[src/kvle_pkg.sv]
// Package: shared constants, register indexes and result type for the key/value line extractor
`timescale 1ns / 1ps
package kvle_pkg;

    localparam int MAX_KEY_BYTES_DEF = 8;

    localparam int BYTE_W    = 8;
    localparam int KEY_W     = 64;
    localparam int KLEN_W    = 4;
    localparam int CFG_IDX_W = 2;

    localparam logic [BYTE_W-1:0] CH_EQ  = 8'h3D;
    localparam logic [BYTE_W-1:0] CH_NL  = 8'h0A;
    localparam logic [BYTE_W-1:0] CH_NUL = 8'h00;

    localparam logic [KLEN_W-1:0] KEY_LENGTH_RST  = 4'd1;
    localparam logic [BYTE_W-1:0] VALUE_LIMIT_RST = 8'd255;

    localparam logic [CFG_IDX_W-1:0] CFG_KEY_BYTES   = 2'd0;
    localparam logic [CFG_IDX_W-1:0] CFG_KEY_LENGTH  = 2'd1;
    localparam logic [CFG_IDX_W-1:0] CFG_VALUE_LIMIT = 2'd2;

    typedef struct packed {
        logic              valid;
        logic [BYTE_W-1:0] value_byte;
        logic              byte_valid;
        logic              found;
        logic              last;
    } t_result;

endpackage

[src/kvle_step.sv]
// Line parser: per-byte key compare, value emission and parse state
`timescale 1ns / 1ps
module kvle_step #(
    parameter int MAX_KEY_BYTES = kvle_pkg::MAX_KEY_BYTES_DEF
) (
    input  logic                            i_clk,
    input  logic                            i_rst_n,
    input  logic                            i_step,
    input  logic [kvle_pkg::BYTE_W-1:0]     i_text_byte,
    input  logic [MAX_KEY_BYTES*8-1:0]      i_key_bytes,
    input  logic [kvle_pkg::KLEN_W-1:0]     i_key_length,
    input  logic [kvle_pkg::BYTE_W-1:0]     i_value_limit,
    output kvle_pkg::t_result               o_res
);

    localparam int KIDX_W = (MAX_KEY_BYTES > 1) ? $clog2(MAX_KEY_BYTES) : 1;

    typedef enum logic [1:0] {
        MODE_MATCH,
        MODE_SKIP,
        MODE_VALUE,
        MODE_DONE
    } t_mode;

    t_mode                          r_mode, n_mode;
    logic [kvle_pkg::KLEN_W-1:0]    r_pos, n_pos;
    logic [kvle_pkg::BYTE_W-1:0]    r_count, n_count;

    logic [kvle_pkg::KLEN_W-1:0]    len;
    logic [KIDX_W-1:0]              pos_idx;
    logic [kvle_pkg::BYTE_W-1:0]    key_char;
    logic                           is_nul;

    assign len = (i_key_length > kvle_pkg::KLEN_W'(MAX_KEY_BYTES))
               ? kvle_pkg::KLEN_W'(MAX_KEY_BYTES) : i_key_length;
    assign pos_idx  = r_pos[KIDX_W-1:0];
    assign key_char = i_key_bytes[pos_idx*8 +: 8];
    assign is_nul   = (i_text_byte == kvle_pkg::CH_NUL);

    always_comb begin
        n_mode  = r_mode;
        n_pos   = r_pos;
        n_count = r_count;
        o_res   = '0;
        case (r_mode)
            MODE_MATCH: begin
                if (is_nul) begin
                    n_mode     = MODE_MATCH;
                    n_pos      = '0;
                    n_count    = '0;
                    o_res.valid = 1'b1;
                    o_res.last  = 1'b1;
                end else if (len != '0 && r_pos < len && i_text_byte == key_char) begin
                    n_pos = kvle_pkg::KLEN_W'(r_pos + 1'b1);
                end else if (len != '0 && r_pos >= len && i_text_byte == kvle_pkg::CH_EQ) begin
                    n_mode  = MODE_VALUE;
                    n_pos   = '0;
                    n_count = '0;
                end else begin
                    n_pos  = '0;
                    n_mode = (i_text_byte == kvle_pkg::CH_NL) ? MODE_MATCH : MODE_SKIP;
                end
            end
            MODE_SKIP: begin
                if (is_nul) begin
                    n_mode      = MODE_MATCH;
                    n_pos       = '0;
                    n_count     = '0;
                    o_res.valid = 1'b1;
                    o_res.last  = 1'b1;
                end else if (i_text_byte == kvle_pkg::CH_NL) begin
                    n_mode = MODE_MATCH;
                    n_pos  = '0;
                end
            end
            MODE_VALUE: begin
                if (is_nul || i_text_byte == kvle_pkg::CH_NL) begin
                    if (is_nul) begin
                        n_mode  = MODE_MATCH;
                        n_pos   = '0;
                        n_count = '0;
                    end else begin
                        n_mode = MODE_DONE;
                    end
                    o_res.valid = 1'b1;
                    o_res.found = 1'b1;
                    o_res.last  = 1'b1;
                end else if (r_count < i_value_limit) begin
                    n_count          = kvle_pkg::BYTE_W'(r_count + 1'b1);
                    o_res.valid      = 1'b1;
                    o_res.value_byte = i_text_byte;
                    o_res.byte_valid = 1'b1;
                end
            end
            default: begin
                if (is_nul) begin
                    n_mode  = MODE_MATCH;
                    n_pos   = '0;
                    n_count = '0;
                end
            end
        endcase
    end

    always_ff @(posedge i_clk) begin
        if (!i_rst_n) begin
            r_mode  <= MODE_MATCH;
            r_pos   <= '0;
            r_count <= '0;
        end else if (i_step) begin
            r_mode  <= n_mode;
            r_pos   <= n_pos;
            r_count <= n_count;
        end
    end

endmodule

[src/kvle_obuf.sv]
// Output register: holds one result until the downstream side takes it
`timescale 1ns / 1ps
module kvle_obuf (
    input  logic                        i_clk,
    input  logic                        i_rst_n,
    input  logic                        i_load,
    input  kvle_pkg::t_result           i_res,
    input  logic                        i_out_ready,
    output logic                        o_space,
    output logic                        o_out_valid,
    output logic [kvle_pkg::BYTE_W-1:0] o_value_byte,
    output logic                        o_byte_valid,
    output logic                        o_found,
    output logic                        o_last
);

    logic                        r_valid;
    logic [kvle_pkg::BYTE_W-1:0] r_value_byte;
    logic                        r_byte_valid;
    logic                        r_found;
    logic                        r_last;

    assign o_space = !r_valid || i_out_ready;

    always_ff @(posedge i_clk) begin
        if (!i_rst_n) begin
            r_valid <= 1'b0;
        end else if (o_space) begin
            r_valid <= i_load && i_res.valid;
        end
    end

    always_ff @(posedge i_clk) begin
        if (o_space && i_load && i_res.valid) begin
            r_value_byte <= i_res.value_byte;
            r_byte_valid <= i_res.byte_valid;
            r_found      <= i_res.found;
            r_last       <= i_res.last;
        end
    end

    assign o_out_valid  = r_valid;
    assign o_value_byte = r_value_byte;
    assign o_byte_valid = r_byte_valid;
    assign o_found      = r_found;
    assign o_last       = r_last;

endmodule

[src/key_value_line_extract.sv]
// Top level: configuration registers, line parser and output register
// Timing: a result is registered and appears in the output register in the cycle after its byte is taken.
// Throughput: one text byte per cycle; the single output register sets the pace,
// and a byte is taken whenever that register is empty or being emptied.
// Reset: synchronous active low; parser returns to line start, registers to defaults.
`timescale 1ns / 1ps
module key_value_line_extract #(
    parameter int MAX_KEY_BYTES = kvle_pkg::MAX_KEY_BYTES_DEF
) (
    input  logic                            i_clk,
    input  logic                            i_rst_n,
    input  logic                            i_in_valid,
    output logic                            o_in_ready,
    input  logic [kvle_pkg::BYTE_W-1:0]     i_text_byte,
    output logic                            o_out_valid,
    input  logic                            i_out_ready,
    output logic [kvle_pkg::BYTE_W-1:0]     o_value_byte,
    output logic                            o_byte_valid,
    output logic                            o_found,
    output logic                            o_last,
    input  logic                            i_cfg_valid,
    output logic                            o_cfg_ready,
    input  logic [kvle_pkg::CFG_IDX_W-1:0]  i_cfg_index,
    input  logic [kvle_pkg::KEY_W-1:0]      i_cfg_data
);

    localparam int KEY_STORE_W = MAX_KEY_BYTES * 8;

    logic [KEY_STORE_W-1:0]         r_key_bytes;
    logic [kvle_pkg::KLEN_W-1:0]    r_key_length;
    logic [kvle_pkg::BYTE_W-1:0]    r_value_limit;

    kvle_pkg::t_result              step_res;
    logic                           space;
    logic                           in_take;

    assign o_cfg_ready = 1'b1;
    assign o_in_ready  = space;
    assign in_take     = i_in_valid && space;

    always_ff @(posedge i_clk) begin
        if (!i_rst_n) begin
            r_key_bytes   <= '0;
            r_key_length  <= kvle_pkg::KEY_LENGTH_RST;
            r_value_limit <= kvle_pkg::VALUE_LIMIT_RST;
        end else if (i_cfg_valid) begin
            case (i_cfg_index)
                kvle_pkg::CFG_KEY_BYTES:   r_key_bytes   <= i_cfg_data[KEY_STORE_W-1:0];
                kvle_pkg::CFG_KEY_LENGTH:  r_key_length  <= i_cfg_data[kvle_pkg::KLEN_W-1:0];
                kvle_pkg::CFG_VALUE_LIMIT: r_value_limit <= i_cfg_data[kvle_pkg::BYTE_W-1:0];
                default: begin
                end
            endcase
        end
    end

    kvle_step #(
        .MAX_KEY_BYTES(MAX_KEY_BYTES)
    ) u_step (
        .i_clk        (i_clk),
        .i_rst_n      (i_rst_n),
        .i_step       (in_take),
        .i_text_byte  (i_text_byte),
        .i_key_bytes  (r_key_bytes),
        .i_key_length (r_key_length),
        .i_value_limit(r_value_limit),
        .o_res        (step_res)
    );

    kvle_obuf u_obuf (
        .i_clk       (i_clk),
        .i_rst_n     (i_rst_n),
        .i_load      (i_in_valid),
        .i_res       (step_res),
        .i_out_ready (i_out_ready),
        .o_space     (space),
        .o_out_valid (o_out_valid),
        .o_value_byte(o_value_byte),
        .o_byte_valid(o_byte_valid),
        .o_found     (o_found),
        .o_last      (o_last)
    );

`ifndef ASSERT_OFF
    a_char_not_last: assert property (@(posedge i_clk) disable iff (!i_rst_n)
        (o_out_valid && o_byte_valid) |-> !o_last)
        else $error("value character marked last");

    a_found_is_last: assert property (@(posedge i_clk) disable iff (!i_rst_n)
        (o_out_valid && o_found) |-> (o_last && !o_byte_valid))
        else $error("found flag outside final request");

    a_nul_closes_text: assert property (@(posedge i_clk) disable iff (!i_rst_n)
        (in_take && i_text_byte == kvle_pkg::CH_NUL) |=> (o_out_valid && o_last)
        || (o_out_valid == 1'b0 && $past(u_step.o_res.valid) == 1'b0))
        else $error("end of text gave no final request");
`endif

endmodule
[config.mk]
export PLATFORM = sky130hd
export DESIGN_NAME = key_value_line_extract
export DESIGN_NICKNAME = d
export VERILOG_FILES = /design/src/kvle_pkg.sv /design/src/kvle_step.sv /design/src/kvle_obuf.sv /design/src/key_value_line_extract.sv
export SDC_FILE = /design/constraint.sdc
export NUM_CORES = 1
export LEC_CHECK = 0
export BUFFER_PORTS_ARGS = -buffer_cell sky130_fd_sc_hd__buf_2
export CAP_MARGIN = 20
export CORE_UTILIZATION = 55
export CTS_CLUSTER_DIAMETER = 80
export DETAILED_ROUTE_END_ITERATION = 16
export PLACE_DENSITY = 0.79
export SKIP_CTS_REPAIR_TIMING = 1
export SLEW_MARGIN = 25
export SYNTH_ARGS = -nofsm -noshare
export SYNTH_HDL_FRONTEND = slang
export SYNTH_SLANG_ARGS = --single-unit
[constraint.sdc]
create_clock -name i_clk -period 4.3 [get_ports i_clk]
set_input_delay 0.86 -clock i_clk [delete_from_list [all_inputs] [get_ports i_clk]]
set_output_delay 0.86 -clock i_clk [all_outputs]
set_load 0.02 [all_outputs]
==> results of run 1 <==
power breakdown:
group / internal [mW] / switching, mW / total [mW] / leakage, nW
logic: 0.0871 / 0.100 / 0.187 / 1.34
clock network: 0.229 / 0.343 / 0.572 / 0.0858
registers: 0.986 / 0.0216 / 1.01 / 0.825
total: 1.30 / 0.465 / 1.77 / 2.25
worst reg2reg max path, stage by stage (launching register included):
cell	delay, ns
dfxtp_1	0.85
ha_1	0.38
nor2b_1	0.14
o31ai_1	0.31
nand4b_1	0.14
nor3_1	0.20
a41o_2	0.29
nor4bb_1	0.08
o221a_1	0.24
Yosys cell counts, types with 8 or more instances:
library cell  instances  area share
nand2_1             154        0.12
dfxtp_1              91        0.36
a21boi_0             64       0.096
clkbuf_1             25       0.019
mux4_2               14       0.063
ha_1                 13       0.033
inv_1                13      0.0098
mux2i_1              12       0.024
edfxtp_1             11       0.066
nor2_1               11      0.0083
and2_1                9       0.011
o211ai_1              9       0.014
nand3_1               8      0.0080
metal layers:
layer / GRT usage / vias to the layer above
li1: - / 2071
met1: 0.3261 / 1920
met2: 0.3954 / 146
met3: 0.06115 / 29
met4: 0.09955 / 0
met5: 0 / -
worst max path at each step:
stage / from / to
4_1_cts: u_step.r_pos[2] / u_step.r_count[2]
3_3_place_gp: u_step.r_pos[2] / u_step.r_count[2]
2_1_floorplan: i_text_byte[0] / u_obuf.o_byte_valid
6_report: u_step.r_pos[1] / u_step.r_count[4]
3_5_place_dp: u_step.r_pos[2] / u_step.r_count[2]
5_1_grt: u_step.r_pos[1] / u_step.r_count[4]
stage by stage:
step,instances,hold slack (ns),power [mW]
2_1_floorplan,548,0.4400,1.141
3_3_place_gp,719,0.4494,1.208
3_5_place_dp,719,0.4592,1.215
4_1_cts,734,0.4728,1.775
5_1_grt,734,0.4991,1.841
6_report,734,0.4708,1.767
cell type report:
| type | count | area (um2) |
|---|---|---|
| Fill cell | 731 | 3092 |
| Multi-Input combinational cell | 398 | 2651 |
| Sequential cell | 102 | 2153 |
| Timing Repair Buffer | 97 | 500.5 |
| Clock buffer | 10 | 137.6 |
| Tap cell | 108 | 135.1 |
| Inverter | 14 | 52.55 |
| Clock inverter | 5 | 41.29 |
cells by family (layout without fill, tap and decap cells):
group | count (synthesis) | after routing | share of synthesized area
muxes | 30 | 30 | 0.09617
xor gates and xnor gates | 10 | 10 | 0.01753
AOI/OAI and AO/OA | 119 | 119 | 0.1766
buffers and inverters | 48 | 126 | 0.03957
DFF | 102 | 102 | 0.4308
other | 1 | 1 | 0.0007506
and+or+nand+nor | 225 | 225 | 0.2061
adders and majority gates | 13 | 13 | 0.03256
registers in the layout (all words and copies together) (netlist names):
signal / count
r_value_limit: 8
r_key_length: 4
u_obuf.o_out_valid: 1
u_step.r_count: 8
u_obuf.o_value_byte: 8
u_step.r_pos: 4
u_obuf.o_byte_valid: 1
u_step.r_mode: 2
u_obuf.o_last: 1
u_obuf.o_found: 1
r_key_bytes: 64
==> run_results.csv, run 1 <==
group,metric,value,unit
run_status,outcome,"finished clean",
cts,worstSkewPairLatency,0.38,ns
global_routing,grt_overflow,0,
place,post-place-ws,1.300,ns
cells_and_area,syn_to_final_growth,13.52,%
global_routing,antenna_found_initial,0,
cells_and_area,final_common_cell,"nand2_1",
route,drtIter0Drc,199,
setup_path,max_stage_delay,0.85,ns
synth,synth_nets,640,
cells_and_area,antenna_cells,0,
timing,rsz0062_at_grt,"false",
route,ant_nets,0,
setup_path,reg2reg_slack,1.56,ns
job,cap_violations,0,
cts,root_buffer,"clkbuf_8",
floorplan,io-pin-count,93,
floorplan,dieArea,9469,um2
place,place_area,5492,um2
route,drc,0,
synth,ys_warn_count,0,
cells_and_area,design_area,5672,um2
global_routing,grt_pass1_vias,3984,
synth,synth-main-ff-cell,"dfxtp_1",
route,wl_met2,5048,um
floorplan,fp.dieH,97.31,um
setup_path,r2r-end,"u_step.r_count[4]",
timing,period_minus_slack,2.739,ns
cts,cts_sinks,102,
route,drt-pass1-iter-count,4,
route,wire_per_inst,15.19,um
power,powerDensity,311.5,nW/um2
synth,synthCells,548,
setup_path,worst_setup_path_start_kind,"flip-flop",
setup_path,worst-path-stages,8,
cells_and_area,final_cell_mix,"nand2_1, buf_2, dfxtp_1, a21boi_0, mux4_2",
cts,cts_tree,"done",
timing,slew_violations,0,
place,port_buffers,91,
setup_path,crit_buf_inv,0,
setup_path,cp_max_fo,20,
floorplan,rows,34,
timing,timing.fmax,0.3650,GHz
setup_path,crit_arrival,3.01,ns
setup_path,rr_startpoint,"u_step.r_pos[1]",
synth,synth_seq_area_share,0.4308,
floorplan,die_w,97.31,um
cells_and_area,drive_gt1_frac,0.2220,
synth,syn-mean-instance-area,9.117,um2
route,dr_wl_met3,685,um
route,dr.max_layer_used,"met4",
global_routing,grt_usage,0.2488,
setup_path,crit_path_end_kind,"flip-flop",
floorplan,start_util,0.5701,
floorplan,core_area,8763,um2
timing,setup_ws,1.561,ns
cts,htree_levels,3,
global_routing,grt_pass1_wl,18980,um
synth,synth_edf_count,11,
synth,synth-seq-cells,102,
timing,worst_pin_slew,0.9112,ns
synth,syn_area,4996,um2
cts,clkTransAtPathRegs,0.10,ns
timing,hold_violations,0,
place,hpwl,8324,um
setup_path,cp.required,4.57,ns
worst_hold_path,whs_endpoint,"r_key_bytes[32]",
cells_and_area,nNetsFinal,714,
cells_and_area,utilization,0.6472,
setup_path,r2r_cells,8,
route,via_count,4166,
route,vias_per_cell,5.676,
place,place.gp.congestion,0.8672,
global_routing,grt_start_max_net_pins,65,
worst_hold_path,hold_path_class,"reg -> reg",
setup_path,cp_cell_sequence,"ha_1, nor2b_1, o31ai_1, nand4b_1, nor3_1, a41o_2, nor4bb_1, o221a_1",
timing,finalSetupViolations,0,
timing,period_share,0.6371,
worst_hold_path,hp-start,"r_key_bytes[32]",
cts,clockBufferDepth,2,
worst_hold_path,holdPathStages,2,
synth,yosysUniqueCellTypes,61,
timing,skew,0.009237,ns
power,power_leakage,2.247,nW
route,met1_length,5083,um
cts,numCtsBuffers,9,
timing,relSlewSlack,0.3925,
synth,ys_async_sr_fraction,0,
setup_path,crit_slowest_cell,"dfxtp_1",
power,ir_drop,0.1808,mV
setup_path,path_class,"reg -> reg",
setup_path,path_delay_family,"flip-flops",
timing,tns,0,ns
route,wl,11150,um
Note: power is estimated with default switching activity, not from simulation.
==> inputs of run 2 (changes only) <==
CORE_UTILIZATION = 50   (was 55)
PLACE_DENSITY = 0.76   (was 0.79)
clock period = 2.4 ns   (was 4.3 ns; I/O delays follow)
==> run_results.csv, run 2 (same netlist as run 1, synthesis figures left out) <==
group,metric,value,unit
setup_path,worst_setup_path_start_kind,"flip-flop",
power,total_power,3.197,mW
cts,clockBufferDepth,2,
cts,cts_sinks,102,
setup_path,cp.required,2.67,ns
floorplan,die_w,102.0,um
cells_and_area,utilization,0.6170,
place,place_area,5693,um2
setup_path,worst-path-stages,8,
cells_and_area,fillers,850,
route,drt-pass1-iter-count,4,
timing,skew,0.01117,ns
timing,timing.fmax,0.3963,GHz
floorplan,fp.dieH,102.0,um
timing,worst_pin_slew,0.6076,ns
cts,htree_levels,3,
setup_path,cp_max_fo,5,
floorplan,io-pin-count,93,
setup_path,path_delay_family,"multiplexers",
cells_and_area,antenna_cells,0,
setup_path,crit_path_end_kind,"flip-flop",
timing,rsz0062_at_grt,"true",
setup_path,crit_slowest_cell,"mux4_2",
route,drtIter0Drc,193,
place,place.gp.congestion,0.9117,
floorplan,start_util,0.5135,
floorplan,rows,36,
cells_and_area,final_common_cell,"nand2_1",
global_routing,grt_pass1_vias,3819,
setup_path,crit_buf_inv,1,
timing,period_share,1.051,
route,wire_per_inst,15.22,um
place,post-place-ws,-0.04428,ns
timing,setup_ws,-0.1232,ns
worst_hold_path,holdPathStages,3,
setup_path,max_stage_delay,0.52,ns
power,powerDensity,532.6,nW/um2
job,cap_violations,0,
global_routing,grt_start_max_net_pins,65,
timing,hold_violations,0,
timing,period_minus_slack,2.523,ns
timing,relSlewSlack,0.5912,
setup_path,path_class,"reg -> reg",
cts,numCtsBuffers,9,
route,vias_per_cell,5.406,
route,drc,0,
cells_and_area,design_area,6003,um2
run_status,outcome,"finished, violations left",
cells_and_area,regMostFlops,"r_key_bytes",
route,wl,11930,um
cells_and_area,syn_to_final_growth,20.16,%
timing,finalSetupViolations,10,
global_routing,antenna_found_initial,0,
floorplan,core_area,9729,um2
power,ir_drop,0.2595,mV
global_routing,grt_pass1_wl,18490,um
cells_and_area,largest_reg_flops,64,
run_status,violations,"setup timing",
cts,clkTransAtPathRegs,0.11,ns
cells_and_area,final_cell_mix,"nand2_1, buf_2, dfxtp_1, a21boi_0, buf_4",
cts,root_buffer,"clkbuf_8",
setup_path,cp_cell_sequence,"clkbuf_16, mux4_2, mux2i_1, xnor2_1, nor4_2, a41o_2, o31a_1, a21o_1",
global_routing,grt_overflow,0,
setup_path,r2r_cells,8,
cells_and_area,drive_gt1_frac,0.2642,
place,hpwl,8769,um
setup_path,crit_arrival,2.79,ns
cts,worstSkewPairLatency,0.37,ns
place,port_buffers,91,
route,via_count,4238,
floorplan,dieArea,10400,um2
worst_hold_path,hold_path_class,"in -> reg",
global_routing,grt_usage,0.2312,
cells_and_area,nNetsFinal,738,
cts,cts_tree,"done",
power,power_leakage,2.391,nW
route,ant_nets,0,
timing,slew_violations,0,
==> run 2: cell count changes in the layout (fill, tap and decap cells not counted), moves of 2 or more <==
| cell | delta |
|---|---|
| buf_12 | +2 |
| buf_4 | +20 |
| clkbuf_16 | +2 |
| clkinv_2 | +2 |
==> run 2: per-layer routing <==
layer | GRT usage | part of all wire
met1 | 0.3142 | 0.46
met2 | 0.3722 | 0.47
met3 | 0.03830 | 0.045
met4 | 0.08352 | 0.024
met5 | 0 | 0
==> run 2: worst register-to-register path, stage by stage, from the launching register on <==
cell and delay, ns:
dfxtp_4 0.41, clkbuf_16 0.16, mux4_2 0.52, mux2i_1 0.29
xnor2_1 0.18, nor4_2 0.07, a41o_2 0.31, o31a_1 0.31
a21o_1 0.19
==> run 2: worst paths after layout <==
check,startpoint,endpoint,slack (ns)
max,u_step.r_pos[2],u_step.r_count[6],-0.12
min,i_cfg_data[43],r_key_bytes[43],0.34
max reg2reg,u_step.r_pos[2],u_step.r_count[6],-0.12
min reg2reg,r_key_bytes[30],r_key_bytes[30],0.47
==> run 2: area by class of cell <==
type	instances	area (um2)	share of cell area
Tap cell	133	166.4	0.02772
Inverter	14	52.55	0.008754
Clock buffer	10	137.6	0.02293
Clock inverter	6	43.79	0.007295
Sequential cell	102	2156	0.3591
Timing Repair Buffer	121	740.7	0.1234
Multi-Input combinational cell	398	2706	0.4508
==> run 2: power by group <==
part	switching (mW)	internal [mW]	total [mW]
combinational	0.195	0.173	0.368
clock	0.618	0.412	1.03
sequential	0.0351	1.76	1.80
==> run 2: per-stage QoR <==
| step | setup TNS, ns | std cells | hold WS (ns) |
|---|---|---|---|
| floorplan | 0 | 548 | 0.4400 |
| global placement | 0 | 761 | 0.4525 |
| detailed placement | -0.1461 | 761 | 0.4555 |
| CTS | -0.2474 | 777 | 0.3388 |
| global route | -2.624 | 784 | 0.3484 |
| finish | -0.8654 | 784 | 0.3444 |
